--- src/rtl/hta_pkg.sv ---
package hta_pkg;

   localparam int TABLE_SLOTS = 16;
   localparam int ID_W        = 32;
   localparam int SLOT_W      = (TABLE_SLOTS > 1) ? $clog2(TABLE_SLOTS) : 1;
   localparam int CNT_W       = $clog2(TABLE_SLOTS + 1);
   // Ids 1 .. TABLE_SLOTS+1 are the only ones that can matter for generate.
   localparam int USED_N      = TABLE_SLOTS + 1;
   localparam int USED_IW     = $clog2(USED_N);
   localparam int QUEUE_DEPTH = 2;
   localparam int QPTR_W      = (QUEUE_DEPTH > 1) ? $clog2(QUEUE_DEPTH) : 1;
   localparam int QCNT_W      = $clog2(QUEUE_DEPTH + 1);

   typedef enum logic [1:0] {
      OP_GENERATE = 2'd0,
      OP_DELETE   = 2'd1,
      OP_BIND     = 2'd2,
      OP_QUERY    = 2'd3
   } op_type;

   typedef enum logic [1:0] {
      ST_IDLE,
      ST_SCAN,
      ST_PICK,
      ST_DONE
   } state_type;

   // A classified command as it travels from the front end to the engine.
   typedef struct packed {
      op_type              op;
      logic [ID_W-1:0]     id;
      logic                id_zero;
      logic                bind_err;
      logic                scan;
   } cmd_type;

endpackage

--- src/rtl/hta_ram.sv ---
module hta_ram #(
   parameter int WIDTH = 32,
   parameter int DEPTH = 16,
   parameter int AW    = (DEPTH > 1) ? $clog2(DEPTH) : 1
) (
   input  logic             clock,
   input  logic             wr_en,
   input  logic [AW-1:0]    wr_addr,
   input  logic [WIDTH-1:0] wr_data,
   input  logic             rd_en,
   input  logic [AW-1:0]    rd_addr,
   output logic [WIDTH-1:0] rd_data
);

   logic [WIDTH-1:0] mem_ff [DEPTH];
   logic [WIDTH-1:0] rd_data_ff;

   always_ff @(posedge clock) begin
      if (wr_en) begin
         mem_ff[wr_addr] <= wr_data;
      end
      if (rd_en) begin
         rd_data_ff <= mem_ff[rd_addr];
      end
   end

   assign rd_data = rd_data_ff;

endmodule

--- src/rtl/hta_front.sv ---
module hta_front (
   input  logic                      clock,
   input  logic                      reset,
   input  logic                      req_valid,
   output logic                      req_ready,
   input  logic [1:0]                req_operation,
   input  logic [hta_pkg::ID_W-1:0]  req_handle_id,
   input  logic                      req_target_is_2d,
   output logic                      push_valid,
   input  logic                      push_ready,
   output hta_pkg::cmd_type          push_cmd
);
   import hta_pkg::*;

   logic    hold_valid_ff;
   logic    hold_valid_in;
   cmd_type hold_cmd_ff;
   cmd_type hold_cmd_in;
   logic    req_accept;

   assign req_ready  = !hold_valid_ff || push_ready;
   assign req_accept = req_valid && req_ready;

   // Work out up front which transactions need the slot scan at all.
   always_comb begin
      hold_cmd_in.op       = op_type'(req_operation);
      hold_cmd_in.id       = req_handle_id;
      hold_cmd_in.id_zero  = (req_handle_id == '0);
      hold_cmd_in.bind_err = (hold_cmd_in.op == OP_BIND) && !req_target_is_2d;
      hold_cmd_in.scan     = (hold_cmd_in.op == OP_GENERATE) ||
                             (!hold_cmd_in.id_zero && !hold_cmd_in.bind_err);
   end

   always_comb begin
      if (req_accept) begin
         hold_valid_in = 1'b1;
      end else if (push_ready) begin
         hold_valid_in = 1'b0;
      end else begin
         hold_valid_in = hold_valid_ff;
      end
   end

   always_ff @(posedge clock) begin
      if (reset) begin
         hold_valid_ff <= 1'b0;
      end else begin
         hold_valid_ff <= hold_valid_in;
      end
   end

   always_ff @(posedge clock) begin
      if (req_accept) begin
         hold_cmd_ff <= hold_cmd_in;
      end
   end

   assign push_valid = hold_valid_ff;
   assign push_cmd   = hold_cmd_ff;

endmodule

--- src/rtl/hta_queue.sv ---
module hta_queue (
   input  logic             clock,
   input  logic             reset,
   input  logic             push_valid,
   output logic             push_ready,
   input  hta_pkg::cmd_type push_cmd,
   output logic             pop_valid,
   input  logic             pop_ready,
   output hta_pkg::cmd_type pop_cmd
);
   import hta_pkg::*;

   cmd_type             mem_ff [QUEUE_DEPTH];
   logic [QPTR_W-1:0]   wr_ptr_ff;
   logic [QPTR_W-1:0]   wr_ptr_in;
   logic [QPTR_W-1:0]   rd_ptr_ff;
   logic [QPTR_W-1:0]   rd_ptr_in;
   logic [QCNT_W-1:0]   count_ff;
   logic [QCNT_W-1:0]   count_in;
   logic                do_push;
   logic                do_pop;

   assign push_ready = (count_ff != QCNT_W'(QUEUE_DEPTH));
   assign pop_valid  = (count_ff != '0);
   assign do_push    = push_valid && push_ready;
   assign do_pop     = pop_valid && pop_ready;
   assign pop_cmd    = mem_ff[rd_ptr_ff];

   always_comb begin
      wr_ptr_in = wr_ptr_ff;
      rd_ptr_in = rd_ptr_ff;
      count_in  = count_ff;
      if (do_push) begin
         wr_ptr_in = (wr_ptr_ff == QPTR_W'(QUEUE_DEPTH - 1)) ? '0 : wr_ptr_ff + 1'b1;
      end
      if (do_pop) begin
         rd_ptr_in = (rd_ptr_ff == QPTR_W'(QUEUE_DEPTH - 1)) ? '0 : rd_ptr_ff + 1'b1;
      end
      if (do_push && !do_pop) begin
         count_in = count_ff + 1'b1;
      end else if (do_pop && !do_push) begin
         count_in = count_ff - 1'b1;
      end
   end

   always_ff @(posedge clock) begin
      if (reset) begin
         wr_ptr_ff <= '0;
         rd_ptr_ff <= '0;
         count_ff  <= '0;
      end else begin
         wr_ptr_ff <= wr_ptr_in;
         rd_ptr_ff <= rd_ptr_in;
         count_ff  <= count_in;
      end
   end

   always_ff @(posedge clock) begin
      if (do_push) begin
         mem_ff[wr_ptr_ff] <= push_cmd;
      end
   end

endmodule

--- src/rtl/hta_back.sv ---
module hta_back (
   input  logic                      clock,
   input  logic                      reset,
   input  logic                      cmd_valid,
   output logic                      cmd_ready,
   input  hta_pkg::cmd_type          cmd,
   output logic                      rsp_valid,
   input  logic                      rsp_ready,
   output logic [hta_pkg::ID_W-1:0]  rsp_new_id,
   output logic                      rsp_present,
   output logic [hta_pkg::ID_W-1:0]  rsp_bound_now,
   output logic                      rsp_error_code
);
   import hta_pkg::*;

   state_type            state_ff;
   state_type            state_in;

   cmd_type              cmd_ff;
   cmd_type              cmd_in;
   logic [TABLE_SLOTS-1:0] valid_ff;
   logic [TABLE_SLOTS-1:0] valid_in;
   logic [ID_W-1:0]      bound_ff;
   logic [ID_W-1:0]      bound_in;

   logic [CNT_W-1:0]     scan_cnt_ff;
   logic [CNT_W-1:0]     scan_cnt_in;
   logic                 rd_vld_ff;
   logic                 rd_last_ff;
   logic [SLOT_W-1:0]    rd_idx_ff;
   logic [ID_W-1:0]      rd_data;

   logic                 hit_ff;
   logic                 hit_in;
   logic [SLOT_W-1:0]    hit_slot_ff;
   logic [SLOT_W-1:0]    hit_slot_in;
   logic                 free_found_ff;
   logic                 free_found_in;
   logic [SLOT_W-1:0]    free_slot_ff;
   logic [SLOT_W-1:0]    free_slot_in;
   logic [USED_N-1:0]    used_ff;
   logic [USED_N-1:0]    used_in;
   logic [USED_IW-1:0]   pick_ff;
   logic [USED_IW-1:0]   pick_in;

   logic                 rsp_valid_ff;
   logic                 rsp_valid_in;
   logic [ID_W-1:0]      rsp_new_id_ff;
   logic [ID_W-1:0]      rsp_new_id_in;
   logic                 rsp_present_ff;
   logic                 rsp_present_in;
   logic [ID_W-1:0]      rsp_bound_ff;
   logic [ID_W-1:0]      rsp_bound_in;
   logic                 rsp_err_ff;
   logic                 rsp_err_in;

   logic                 out_free;
   logic                 take_cmd;
   logic                 issue;
   logic                 commit;
   logic                 slot_live;
   logic [ID_W-1:0]      gen_id;

   logic                 wr_en;
   logic [SLOT_W-1:0]    wr_addr;
   logic [ID_W-1:0]      wr_data;

   assign out_free = !rsp_valid_ff || rsp_ready;
   assign gen_id   = ID_W'(pick_ff) + 1'b1;

   hta_ram #(
      .WIDTH (ID_W),
      .DEPTH (TABLE_SLOTS)
   ) u_handles (
      .clock   (clock),
      .wr_en   (wr_en),
      .wr_addr (wr_addr),
      .wr_data (wr_data),
      .rd_en   (issue),
      .rd_addr (scan_cnt_ff[SLOT_W-1:0]),
      .rd_data (rd_data)
   );

   // Next state.
   always_comb begin
      state_in = state_ff;
      unique case (state_ff)
         ST_IDLE: begin
            if (cmd_valid) begin
               state_in = cmd.scan ? ST_SCAN : ST_DONE;
            end
         end
         ST_SCAN: begin
            if (rd_vld_ff && rd_last_ff) begin
               state_in = (cmd_ff.op == OP_GENERATE) ? ST_PICK : ST_DONE;
            end
         end
         ST_PICK: begin
            if (!free_found_ff || !used_ff[pick_ff]) begin
               state_in = ST_DONE;
            end
         end
         ST_DONE: begin
            if (out_free) begin
               state_in = ST_IDLE;
            end
         end
         default: state_in = ST_IDLE;
      endcase
   end

   // State outputs.
   always_comb begin
      cmd_ready = 1'b0;
      issue     = 1'b0;
      commit    = 1'b0;
      unique case (state_ff)
         ST_IDLE: cmd_ready = 1'b1;
         ST_SCAN: issue     = (scan_cnt_ff != CNT_W'(TABLE_SLOTS));
         ST_PICK: ;
         ST_DONE: commit    = out_free;
         default: ;
      endcase
   end

   assign take_cmd  = cmd_valid && cmd_ready;
   assign slot_live = rd_vld_ff && valid_ff[rd_idx_ff];

   // Scan bookkeeping and the final table update.
   always_comb begin
      cmd_in        = cmd_ff;
      scan_cnt_in   = scan_cnt_ff;
      hit_in        = hit_ff;
      hit_slot_in   = hit_slot_ff;
      free_found_in = free_found_ff;
      free_slot_in  = free_slot_ff;
      used_in       = used_ff;
      pick_in       = pick_ff;
      valid_in      = valid_ff;
      bound_in      = bound_ff;
      wr_en         = 1'b0;
      wr_addr       = free_slot_ff;
      wr_data       = cmd_ff.id;
      rsp_new_id_in  = rsp_new_id_ff;
      rsp_present_in = rsp_present_ff;
      rsp_bound_in   = rsp_bound_ff;
      rsp_err_in     = rsp_err_ff;

      if (take_cmd) begin
         cmd_in        = cmd;
         scan_cnt_in   = '0;
         hit_in        = 1'b0;
         free_found_in = 1'b0;
         used_in       = '0;
         pick_in       = '0;
      end

      if (issue) begin
         scan_cnt_in = scan_cnt_ff + 1'b1;
      end

      // Compare stage: one slot per cycle, in ascending slot order.
      if (slot_live && (rd_data == cmd_ff.id)) begin
         hit_in      = 1'b1;
         hit_slot_in = rd_idx_ff;
      end
      if (rd_vld_ff && !valid_ff[rd_idx_ff] && !free_found_ff) begin
         free_found_in = 1'b1;
         free_slot_in  = rd_idx_ff;
      end
      for (int j = 0; j < USED_N; j++) begin
         if (slot_live && (rd_data == ID_W'(j + 1))) begin
            used_in[j] = 1'b1;
         end
      end

      if ((state_ff == ST_PICK) && free_found_ff && used_ff[pick_ff]) begin
         pick_in = pick_ff + 1'b1;
      end

      if (commit) begin
         rsp_new_id_in  = '0;
         rsp_present_in = 1'b0;
         rsp_err_in     = 1'b0;
         case (cmd_ff.op)
            OP_GENERATE: begin
               if (free_found_ff) begin
                  valid_in[free_slot_ff] = 1'b1;
                  wr_en                  = 1'b1;
                  wr_data                = gen_id;
                  rsp_new_id_in          = gen_id;
               end
            end
            OP_DELETE: begin
               if (hit_ff) begin
                  valid_in[hit_slot_ff] = 1'b0;
                  if (bound_ff == cmd_ff.id) begin
                     bound_in = '0;
                  end
               end
            end
            OP_BIND: begin
               if (cmd_ff.bind_err) begin
                  rsp_err_in = 1'b1;
               end else if (cmd_ff.id_zero) begin
                  bound_in = '0;
               end else if (hit_ff) begin
                  bound_in = cmd_ff.id;
               end else if (free_found_ff) begin
                  valid_in[free_slot_ff] = 1'b1;
                  wr_en                  = 1'b1;
                  bound_in               = cmd_ff.id;
               end
            end
            OP_QUERY: begin
               rsp_present_in = hit_ff;
            end
            default: ;
         endcase
         rsp_bound_in = bound_in;
      end
   end

   always_comb begin
      if (commit) begin
         rsp_valid_in = 1'b1;
      end else if (rsp_ready) begin
         rsp_valid_in = 1'b0;
      end else begin
         rsp_valid_in = rsp_valid_ff;
      end
   end

   always_ff @(posedge clock) begin
      if (reset) begin
         state_ff      <= ST_IDLE;
         valid_ff      <= '0;
         bound_ff      <= '0;
         scan_cnt_ff   <= '0;
         rd_vld_ff     <= 1'b0;
         rd_last_ff    <= 1'b0;
         hit_ff        <= 1'b0;
         free_found_ff <= 1'b0;
         rsp_valid_ff  <= 1'b0;
      end else begin
         state_ff      <= state_in;
         valid_ff      <= valid_in;
         bound_ff      <= bound_in;
         scan_cnt_ff   <= scan_cnt_in;
         rd_vld_ff     <= issue;
         rd_last_ff    <= issue && (scan_cnt_ff == CNT_W'(TABLE_SLOTS - 1));
         hit_ff        <= hit_in;
         free_found_ff <= free_found_in;
         rsp_valid_ff  <= rsp_valid_in;
      end
   end

   always_ff @(posedge clock) begin
      cmd_ff         <= cmd_in;
      rd_idx_ff      <= scan_cnt_ff[SLOT_W-1:0];
      hit_slot_ff    <= hit_slot_in;
      free_slot_ff   <= free_slot_in;
      used_ff        <= used_in;
      pick_ff        <= pick_in;
      rsp_new_id_ff  <= rsp_new_id_in;
      rsp_present_ff <= rsp_present_in;
      rsp_bound_ff   <= rsp_bound_in;
      rsp_err_ff     <= rsp_err_in;
   end

   assign rsp_valid      = rsp_valid_ff;
   assign rsp_new_id     = rsp_new_id_ff;
   assign rsp_present    = rsp_present_ff;
   assign rsp_bound_now  = rsp_bound_ff;
   assign rsp_error_code = rsp_err_ff;

   // A generated id must not already be held by a live slot.
   a_gen_id_free: assert property (@(posedge clock) disable iff (reset)
      (commit && (cmd_ff.op == OP_GENERATE) && free_found_ff) |-> !used_ff[pick_ff])
      else $error("generated id is already in use");

   // A recorded hit must still point at a live slot when the update lands.
   a_hit_live: assert property (@(posedge clock) disable iff (reset)
      ((state_ff == ST_DONE) && hit_ff) |-> valid_ff[hit_slot_ff])
      else $error("hit slot is not valid at commit");

   // Deleting the bound id leaves nothing bound to it.
   a_delete_unbinds: assert property (@(posedge clock) disable iff (reset)
      (commit && (cmd_ff.op == OP_DELETE) && hit_ff) |=> (bound_ff != $past(cmd_ff.id)))
      else $error("deleted id is still bound");

   // A nonzero binding always refers to some live slot.
   a_bound_has_slot: assert property (@(posedge clock) disable iff (reset)
      (bound_ff != '0) |-> (|valid_ff))
      else $error("bound id with an empty table");

endmodule

--- src/rtl/handle_table_allocator.sv ---
// Handle table allocator. The block keeps a table of hta_pkg::TABLE_SLOTS
// object handle slots plus one bound id, and serves one request transaction
// at a time with exactly one response transaction: generate (the smallest
// free id of 1 or more, placed in the lowest free slot, 0 when the table is
// full), delete, bind to the 2D target (id 0 unbinds, any other target
// reports an invalid enum) and query. A front stage registers and classifies
// each request and hands it through a two-entry queue to the table engine,
// so a new request is taken while the engine is still busy. Requests that
// need no table lookup (a delete, bind or query of id 0, or a bind with a bad
// target) go straight from the idle state to the done state. Every other
// request walks the handle memory, which has one read port, one slot per
// cycle; a generate then steps through candidate ids one per cycle. The
// handle memory needs no clearing after reset: the slot valid bits are
// cleared at once, and an entry is only looked at while its valid bit is
// set.
module handle_table_allocator (
   input  logic                      clock,
   input  logic                      reset,
   input  logic                      req_valid,
   output logic                      req_ready,
   input  logic [1:0]                req_operation,
   input  logic [hta_pkg::ID_W-1:0]  req_handle_id,
   input  logic                      req_target_is_2d,
   output logic                      rsp_valid,
   input  logic                      rsp_ready,
   output logic [hta_pkg::ID_W-1:0]  rsp_new_id,
   output logic                      rsp_present,
   output logic [hta_pkg::ID_W-1:0]  rsp_bound_now,
   output logic                      rsp_error_code
);
   import hta_pkg::*;

   // Front stage to queue.
   logic    push_valid;
   logic    push_ready;
   cmd_type push_cmd;

   // Queue to table engine.
   logic    pop_valid;
   logic    pop_ready;
   cmd_type pop_cmd;

   hta_front u_front (
      .clock            (clock),
      .reset            (reset),
      .req_valid        (req_valid),
      .req_ready        (req_ready),
      .req_operation    (req_operation),
      .req_handle_id    (req_handle_id),
      .req_target_is_2d (req_target_is_2d),
      .push_valid       (push_valid),
      .push_ready       (push_ready),
      .push_cmd         (push_cmd)
   );

   hta_queue u_queue (
      .clock      (clock),
      .reset      (reset),
      .push_valid (push_valid),
      .push_ready (push_ready),
      .push_cmd   (push_cmd),
      .pop_valid  (pop_valid),
      .pop_ready  (pop_ready),
      .pop_cmd    (pop_cmd)
   );

   // The engine owns the slot table, the binding and the response register.
   hta_back u_back (
      .clock          (clock),
      .reset          (reset),
      .cmd_valid      (pop_valid),
      .cmd_ready      (pop_ready),
      .cmd            (pop_cmd),
      .rsp_valid      (rsp_valid),
      .rsp_ready      (rsp_ready),
      .rsp_new_id     (rsp_new_id),
      .rsp_present    (rsp_present),
      .rsp_bound_now  (rsp_bound_now),
      .rsp_error_code (rsp_error_code)
   );

endmodule
--- config.mk ---
export PLATFORM = sky130hd
export DESIGN_NAME = handle_table_allocator
export DESIGN_NICKNAME = d
export VERILOG_FILES = /design/src/rtl/hta_pkg.sv /design/src/rtl/hta_ram.sv /design/src/rtl/hta_front.sv /design/src/rtl/hta_queue.sv /design/src/rtl/hta_back.sv /design/src/rtl/handle_table_allocator.sv
export SDC_FILE = /design/constraint.sdc
export NUM_CORES = 1
export LEC_CHECK = 0
export BUFFER_PORTS_ARGS = -buffer_cell sky130_fd_sc_hd__buf_2
export CORE_AREA = 2 2 336 338
export CTS_BUF_LIST = sky130_fd_sc_hd__clkbuf_4 sky130_fd_sc_hd__clkbuf_8 sky130_fd_sc_hd__clkbuf_16
export DETAILED_ROUTE_END_ITERATION = 10
export DIE_AREA = 0 0 338 340
export GPL_TIMING_DRIVEN = 0
export HOLD_SLACK_MARGIN = 0.12
export PLACE_DENSITY_LB_ADDON = 0.08
export SLEW_MARGIN = 20
export SYNTH_ARGS = -nofsm -noshare
export SYNTH_HDL_FRONTEND = slang
export SYNTH_SLANG_ARGS = --single-unit
--- constraint.sdc ---
create_clock -name clock -period 6.9 [get_ports clock]
set_input_delay 0.345 -clock clock [delete_from_list [all_inputs] [get_ports clock]]
set_output_delay 0.345 -clock clock [all_outputs]
set_load 0.05 [all_outputs]
==> impl_results.md, run 1 <==
- Placed wire-length estimate: 65.9 mm
- Required time worst endpoint: 7.20 ns
- Final worst-path cycle share: 0.544
- PD cells: 348 nW/um2
- Syn_area_per_cell: 17.8 um2
- RSZ-0062 raised after global routing: false
- I/O Buffers: 79
- FF-to-FF path depth: 6
- Post-synth ARST share: 0
- Share of cells above drive strength 1: 0.250
- Post-Synth Simple-Gate Area: 0.0506
- FILL cells: 10500
- Area delta synth->final: 20.8%
- Max incr delay on CP: 0.88 ns
- Gr usage total: 0.171
- Post-synthesis sequential area ratio: 0.725
- Cts repair resizes: 0
- CTS Buf Count: 95
- FF+latch area: 24100 um2
- Final Hold Fails: 0
- Reg clk slew, reported paths: 0.06 ns
- XOR/XNOR Fraction of Synth Area: 0.0187
- Max FO, Critical Path: 44
- Status: complete, no violations
- Nets: 2195
- Initial antenna violation count: 3
- Routability congestion estimate: 0.791
- Post-synth EDFFs: 744
- Most frequent cells in the layout: edfxtp_1, mux4_2, nand2_1
- Largest family of logic cells by synthesized area: multiplexers
- CP top delay family: buffers and inverters
- CP Cell Sequence: ha_1 -> nor2b_1 -> clkbuf_4 -> nand3_1 -> clkbuf_1 -> o21ai_1
- Clock root buffer: clkbuf_16
- IO Pins: 107
- Leak pwr: 13.2 nW
- Worst clock skew: 0.0374 ns
- Clock sink count: 831
- Syn Std Cell Area: 33200 um2
- Initial drt markers: 1621
- Layout Utilization: 0.360
- Reg2Reg Launch Point: u_back.state_ff[1]
- CORE AREA: 112000 um2
- WL/cell: 26.3 um
- Worst hold margin: 0.356 ns
- Max Fclk: 0.267 GHz
- Top_reg_cell synth: edfxtp_1
- Hold depth: 0
- Adder-Cell Fraction of Synth Area: 0.00565
- Critical path class: reg -> reg
- Total iterations of the first detailed-routing run: 5
- CTS tree: yes
- HP Class: reg -> reg
- VDD IR max: 0.207 mV
- Slew Viols, Final: 0
- Via/cell ratio: 4.90
- Unique masters post-synth: 55
- Most common cell after layout, fill and taps aside: edfxtp_1
- Gr ovfl total: 0
- Sink of the worst hold path: u_back.rd_idx_ff[3]
- Tmin final: 3.75 ns
- Seq cells post-synth: 831
- Relative slew margins: 0.246
- Worst slew pin tran: 1.13 ns
- CP Launch Type: flip-flop
- Hold Crit Start: u_back.scan_cnt_ff[3]
- Largest net degree at the start of global routing: 45
- Mapped Cells: 1862
- Worst Path Arrival: 4.05 ns
- Die Width: 338 um
- R2r setup slk: 3.15 ns
- Detailed-route via count: 18300
- First-pass GRT wire length: 139 mm
- DRC Markers: 0
- Routed Antenna Nets: 0
- # setup viols final: 0
- Worst skew pair latency: 0.68 ns
- Synth warn: 0
- Initial Util: 0.298
- H-tree Lvls: 3
- Vias in the first global route: 18900
- Longest Clk Path Bufs: 3
- Crit Reg-Reg Endpoint: u_back.u_handles.mem_ff[11][0]
- Max-capacitance violation count: 0
- DIE HEIGHT: 340 um
- CP endpoint kind: flip-flop
- Die area: 115000 um2
- Slowest CP cell: o21ai_1
- Detailed Route WL: 97.9 mm
- Area fraction in compound gates after synthesis: 0.0337
- Multi-input logic area: 8740 um2
- Mux cell area share after synthesis: 0.147
- Bufs and invs on worst path: 2
- Row Count: 123
metrics by stage:
stage	area, um2	setup TNS (ns)	setup WS [ns]	std cells	power, mW
2_1_floorplan	33300	0	2.49	1887	8.01
3_3_place_gp	35600	-500.58	-1.25	3466	9.07
6_report	40100	0	3.15	3723	14.0
5_1_grt	40100	0	2.80	3721	14.5
4_1_cts	40100	0	3.09	3721	14.2
3_5_place_dp	36700	0	3.11	3507	9.16
metal layers:
layer	GRT usage	share of wire
met1	0.241	0.45
met2	0.270	0.47
met3	0.0284	0.047
met4	0.0537	0.031
met5	0	0
cell families (layout without fill, tap and decap cells):
| logic type | count (synthesis) | in the layout |
|---|---|---|
| fa+ha+maj | 15 | 15 |
| simple gates | 346 | 346 |
| compound gates | 181 | 181 |
| other cells | 1 | 28 |
| flops | 831 | 831 |
| buf+inv | 142 | 476 |
| mux | 275 | 275 |
| xor+xnor | 71 | 71 |
how the worst max path moves through the flow:
stage                          start                              to  slack [ns]  cells after the start
6_report          u_back.state_ff[1]  u_back.u_handles.mem_ff[11][0]        3.15                      6
5_1_grt           u_back.state_ff[1]   u_back.u_handles.mem_ff[9][0]        2.80                      6
4_1_cts        u_back.scan_cnt_ff[1]     u_back.u_handles.rd_data[8]        3.09                      9
3_5_place_dp   u_back.scan_cnt_ff[1]    u_back.u_handles.rd_data[18]        3.11                      9
3_3_place_gp      u_back.state_ff[1]  u_back.u_handles.mem_ff[8][13]       -1.25                      5
2_1_floorplan       u_back.rsp_valid  u_back.u_handles.mem_ff[13][0]        2.49                      6
flip-flops by register name, summed over array words and instances, names as in the netlist, 2 cells and up, named ones only:
signal and cells:
u_back.u_handles.mem_ff 512, u_queue.mem_ff 74, u_front.push_cmd 37, u_back.cmd_ff 36
u_back.bound_ff 32, u_back.rsp_bound_now 32, u_back.u_handles.rd_data 32, u_back.used_ff 17
u_back.valid_ff 16, u_back.rsp_new_id 6, u_back.pick_ff 5, u_back.scan_cnt_ff 5
u_back.free_slot_ff 4, u_back.hit_slot_ff 4, u_back.rd_idx_ff 4, u_back.state_ff 2
u_queue.count_ff 2
repair_timing:
| item | CTS | global route |
|---|---|---|
| hold buffers | 37 | 0 |
| buffers inserted | 0 | 0 |
| endpoints found under the hold margin | 38 | 0 |
report_power, final:
group	switching [mW]	internal [mW]	leakage (nW)
logic	1.58	0.869	4.14
registers	0.426	6.15	7.47
clock network	2.07	2.88	1.55
total	4.07	9.90	13.2
layout make-up:
cell class,instances,area share
Timing Repair Buffer,157,0.0418
Multi-Input combinational cell,914,0.218
Antenna cell,2,0.000125
Sequential cell,831,0.600
Clock inverter,51,0.0117
Clock buffer,126,0.0655
Inverter,18,0.00168
Tap cell,1500,0.0468
Buffer,124,0.0147
Yosys cell counts (16+ instances only):
| master | n | area (um2) |
|---|---|---|
| buf_4 | 26 | 195 |
| o311ai_0 | 32 | 280 |
| nand4_1 | 16 | 100 |
| dfxtp_1 | 87 | 1740 |
| edfxtp_1 | 744 | 22300 |
| mux2_2 | 38 | 428 |
| and2_1 | 34 | 213 |
| nor4_1 | 34 | 213 |
| a21oi_1 | 85 | 425 |
| xor2_1 | 68 | 596 |
| o21ai_0 | 31 | 155 |
| mux2i_1 | 70 | 701 |
| nor2_1 | 54 | 203 |
| mux4_2 | 166 | 3740 |
| nand2_1 | 140 | 526 |
| inv_1 | 18 | 67.6 |
| clkbuf_1 | 73 | 274 |
worst register-to-register path, cell delays in order (launching register included):
cell and delay, ns:
dfxtp_1 0.40, ha_1 0.29, nor2b_1 0.15, clkbuf_4 0.64, nand3_1 0.65, clkbuf_1 0.37
o21ai_1 0.88
No activity file was read; power rests on OpenSTA's default activity.
==> run 2, diff against run 1 <==
--- a/config.mk
+++ b/config.mk
@@ -5,11 +5,12 @@
 export SDC_FILE = /design/constraint.sdc
 export NUM_CORES = 1
 export LEC_CHECK = 0
+export ABC_AREA = 1
 export BUFFER_PORTS_ARGS = -buffer_cell sky130_fd_sc_hd__buf_2
-export CORE_AREA = 2 2 336 338
+export CORE_AREA = 2 2 345 347
 export CTS_BUF_LIST = sky130_fd_sc_hd__clkbuf_4 sky130_fd_sc_hd__clkbuf_8 sky130_fd_sc_hd__clkbuf_16
 export DETAILED_ROUTE_END_ITERATION = 10
-export DIE_AREA = 0 0 338 340
+export DIE_AREA = 0 0 347 349
 export GPL_TIMING_DRIVEN = 0
 export HOLD_SLACK_MARGIN = 0.12
 export PLACE_DENSITY_LB_ADDON = 0.08
==> constraint.sdc (replaced) <==
create_clock -name clock -period 3.8 [get_ports clock]
set_input_delay 0.19 -clock clock [delete_from_list [all_inputs] [get_ports clock]]
set_output_delay 0.19 -clock clock [all_outputs]
set_load 0.05 [all_outputs]
==> run 2 against run 1 <==
Net effect:
- fmax rose by 4.1%
- synthesized area rose by 5.2%
- clock-buffer cell count fell by 1
- sequential share of layout area fell by 2.6 points
- critical path type unchanged
- largest cell class unchanged
- largest power group unchanged
- highest routed layer unchanged
==> impl_results.md, run 2 <==
- Mux cell area share after synthesis: 0
- Initial Util: 0.298
- Layout Cells excl Fill: 4928
- H-tree Lvls: 3
- Max-capacitance violation count: 0
- CP endpoint kind: flip-flop
- # setup viols final: 0
- Critical path class: reg -> reg
- Tmin final: 3.60 ns
- Most frequent cell after synthesis: edfxtp_1
- PD cells: 672 nW/um2
- Vias in the first global route: 24200
- Final Hold Fails: 0
- Final non-filler cell area: 42000 um2
- Detailed-route via count: 24400
- Required time worst endpoint: 4.17 ns
- Placed wire-length estimate: 86.4 mm
- Reg clk slew, reported paths: 0.06 ns
- CTS Buf Count: 95
- Largest Register: u_back.u_handles.mem_ff
- Total iterations of the first detailed-routing run: 7
- Top cell type's share of synthesized area: 0.639
- I/O Buffers: 80
- Worst slew pin tran: 1.13 ns
- CTS tree: yes
- Dpl ws: -0.0711 ns
- Inst Count DP: 4712
- Max incr delay on CP: 0.46 ns
- Syn_area_per_cell: 11.8 um2
- Seq cells post-synth: 831
- Gr usage total: 0.196
- Commonest cells in the netlist: edfxtp_1, nor2_1, nand2_1
- Routability congestion estimate: 0.834
- Worst skew pair latency: 0.69 ns
- Die area: 121000 um2
- Gr ovfl total: 0
- Initial antenna violation count: 0
- Placed inst area: 38600 um2
- Post-Synth Simple-Gate Area: 0.131
- Row Count: 126
- Unique masters post-synth: 54
- Post-synth EDFFs: 744
- Routed Antenna Nets: 0
- Area delta synth->final: 19.9%
- Synth warn: 0
- Worst clock skew: 0.0339 ns
- Setup ws final: 0.195 ns
- Top_reg_cell synth: edfxtp_1
- Status: complete, no violations
- Setup TNS: 0 ns
- Leading area contributor after synthesis: edfxtp_1
- First-pass GRT wire length: 173 mm
- Share of cells above drive strength 1: 0.194
- Final total power: 28.2 mW
- WL/cell: 24.3 um
- Clock sink count: 831
- Via/cell ratio: 4.96
- Detailed Route WL: 120 mm
- Slew Viols, Final: 0
- Largest family of logic cells by synthesized area: simple AND/OR/NAND/NOR gates
- VDD IR max: 0.353 mV
- # Post-CTS Setup Buffers: 0
- RSZ-0062 raised after global routing: false
- DIE HEIGHT: 349 um
- XOR/XNOR Fraction of Synth Area: 0.00676
- Max FO, Critical Path: 10
- Adder-Cell Fraction of Synth Area: 0.00537
- R2r setup slk: 0.20 ns
- Largest net degree at the start of global routing: 50
- Leak pwr: 15.1 nW
- Post-synthesis sequential area ratio: 0.688
- Relative slew margins: 0.242
- Clock root buffer: clkbuf_16
- Longest Clk Path Bufs: 3
- Area fraction in compound gates after synthesis: 0.112
- Syn Std Cell Area: 35000 um2
- Mapped Cells: 2973
- CP Launch Type: flip-flop
- Critical path's most frequent cell: buf_4
- Initial drt markers: 2071
- IO Pins: 107
- HP Class: in -> reg
- DRC Markers: 0
- Slowest CP cell: edfxtp_1
- Most common cell after layout, fill and taps aside: edfxtp_1
- Final worst-path cycle share: 0.949
- Most frequent cells in the layout: edfxtp_1, nor2_1, nand2_1
- Largest register FFs: 512
- CORE AREA: 117000 um2
- Nets: 3365
- Max Fclk: 0.277 GHz
- CP Cell Sequence: inv_1 -> ha_1 -> nand2_1 -> o21ai_0 -> nand2_1 -> clkbuf_2 -> nor3_4 -> buf_4 -> buf_4 -> buf_4 -> buf_4
- Die Width: 347 um
- Post-synth ARST share: 0
- Synth top area cells: edfxtp_1, dfxtp_1, o21ai_0, nor2_1, nand2_1
- Worst Path Arrival: 3.97 ns
[run 2: cell count changes after synthesis, sizes merged, moves of 80 or more]
| cell | change |
|---|---|
| nor2 | +366 |
| o21ai | +308 |
| o221ai | +102 |
| nand3 | +80 |
| mux4 | -167 |
| nand2 | +315 |
| inv | +209 |
[run 2: critical path: cells and delay by family, from the launching register on]
family | cells | cell delay, ns
buffers and inverters | 6 | 1.45
adders and majority gates | 1 | 0.21
DFF | 1 | 0.46
AOI/OAI and AO/OA | 1 | 0.16
and+or+nand+nor | 3 | 1.00
[run 2: timing repair]
action                     in CTS  in global routing
cloned                          0                  0
hold endpoints to repair       48                  0
resized for setup               0                  6
setup endpoints to repair      20                 40
hold buffers                   38                  0
[run 2: cells by family (layout without fill, tap and decap cells)]
group,after synthesis,in the layout
AO/OA/AOI/OAI,615,615
buffers and inverters,419,812
AND/OR/NAND/NOR,1065,1065
other,1,27
adder cells (fa/ha/maj),15,15
XOR/XNOR,27,27
flip-flops,831,831
[run 2: where the power goes]
part           switching, mW  internal [mW]
clock                   3.82           4.98
sequential             0.563           11.4
combinational           5.56           1.92
total                   9.94           18.3
[run 2: layout make-up]
class                   instances  area, um2
diodes                          1       2.50
fillers                     11500      75500
flip-flops and latches        831      24100
plain buffers                 191       1110
repair buffers                216       1770
well taps                    1536       1920
multi-input cells            1748       9230
inverters                     228        858
clock inverters                52        334
clock buffers                 125       2640
[run 2: final timing paths]
check / startpoint / end / depth (start not counted)
worst min register to register: u_back.scan_cnt_ff[2] / u_back.rd_idx_ff[2] / 0
worst max register to register: u_back.cmd_ff[36] / u_back.u_handles.mem_ff[6][12] / 11
worst max-delay path: u_back.cmd_ff[36] / u_back.u_handles.mem_ff[6][12] / 11
worst min-delay path: req_handle_id[25] / u_front.push_cmd[28] / 2
[run 2: per-stage QoR]
stage                     utilization  hold slack [ns]
after floorplan                     -            0.273
after global placement          0.318            0.330
after detailed placement        0.328            0.336
after CTS                       0.357            0.176
after global routing            0.357            0.207
final                           0.357            0.236
[run 2: per-layer routing]
layer | global-route usage | vias to the layer above | share of wire
met5 | 0 | - | 0
met4 | 0.0573 | 0 | 0.024
met3 | 0.0247 | 131 | 0.053
met2 | 0.317 | 732 | 0.47
met1 | 0.274 | 12400 | 0.46
li1 | - | 11200 | -
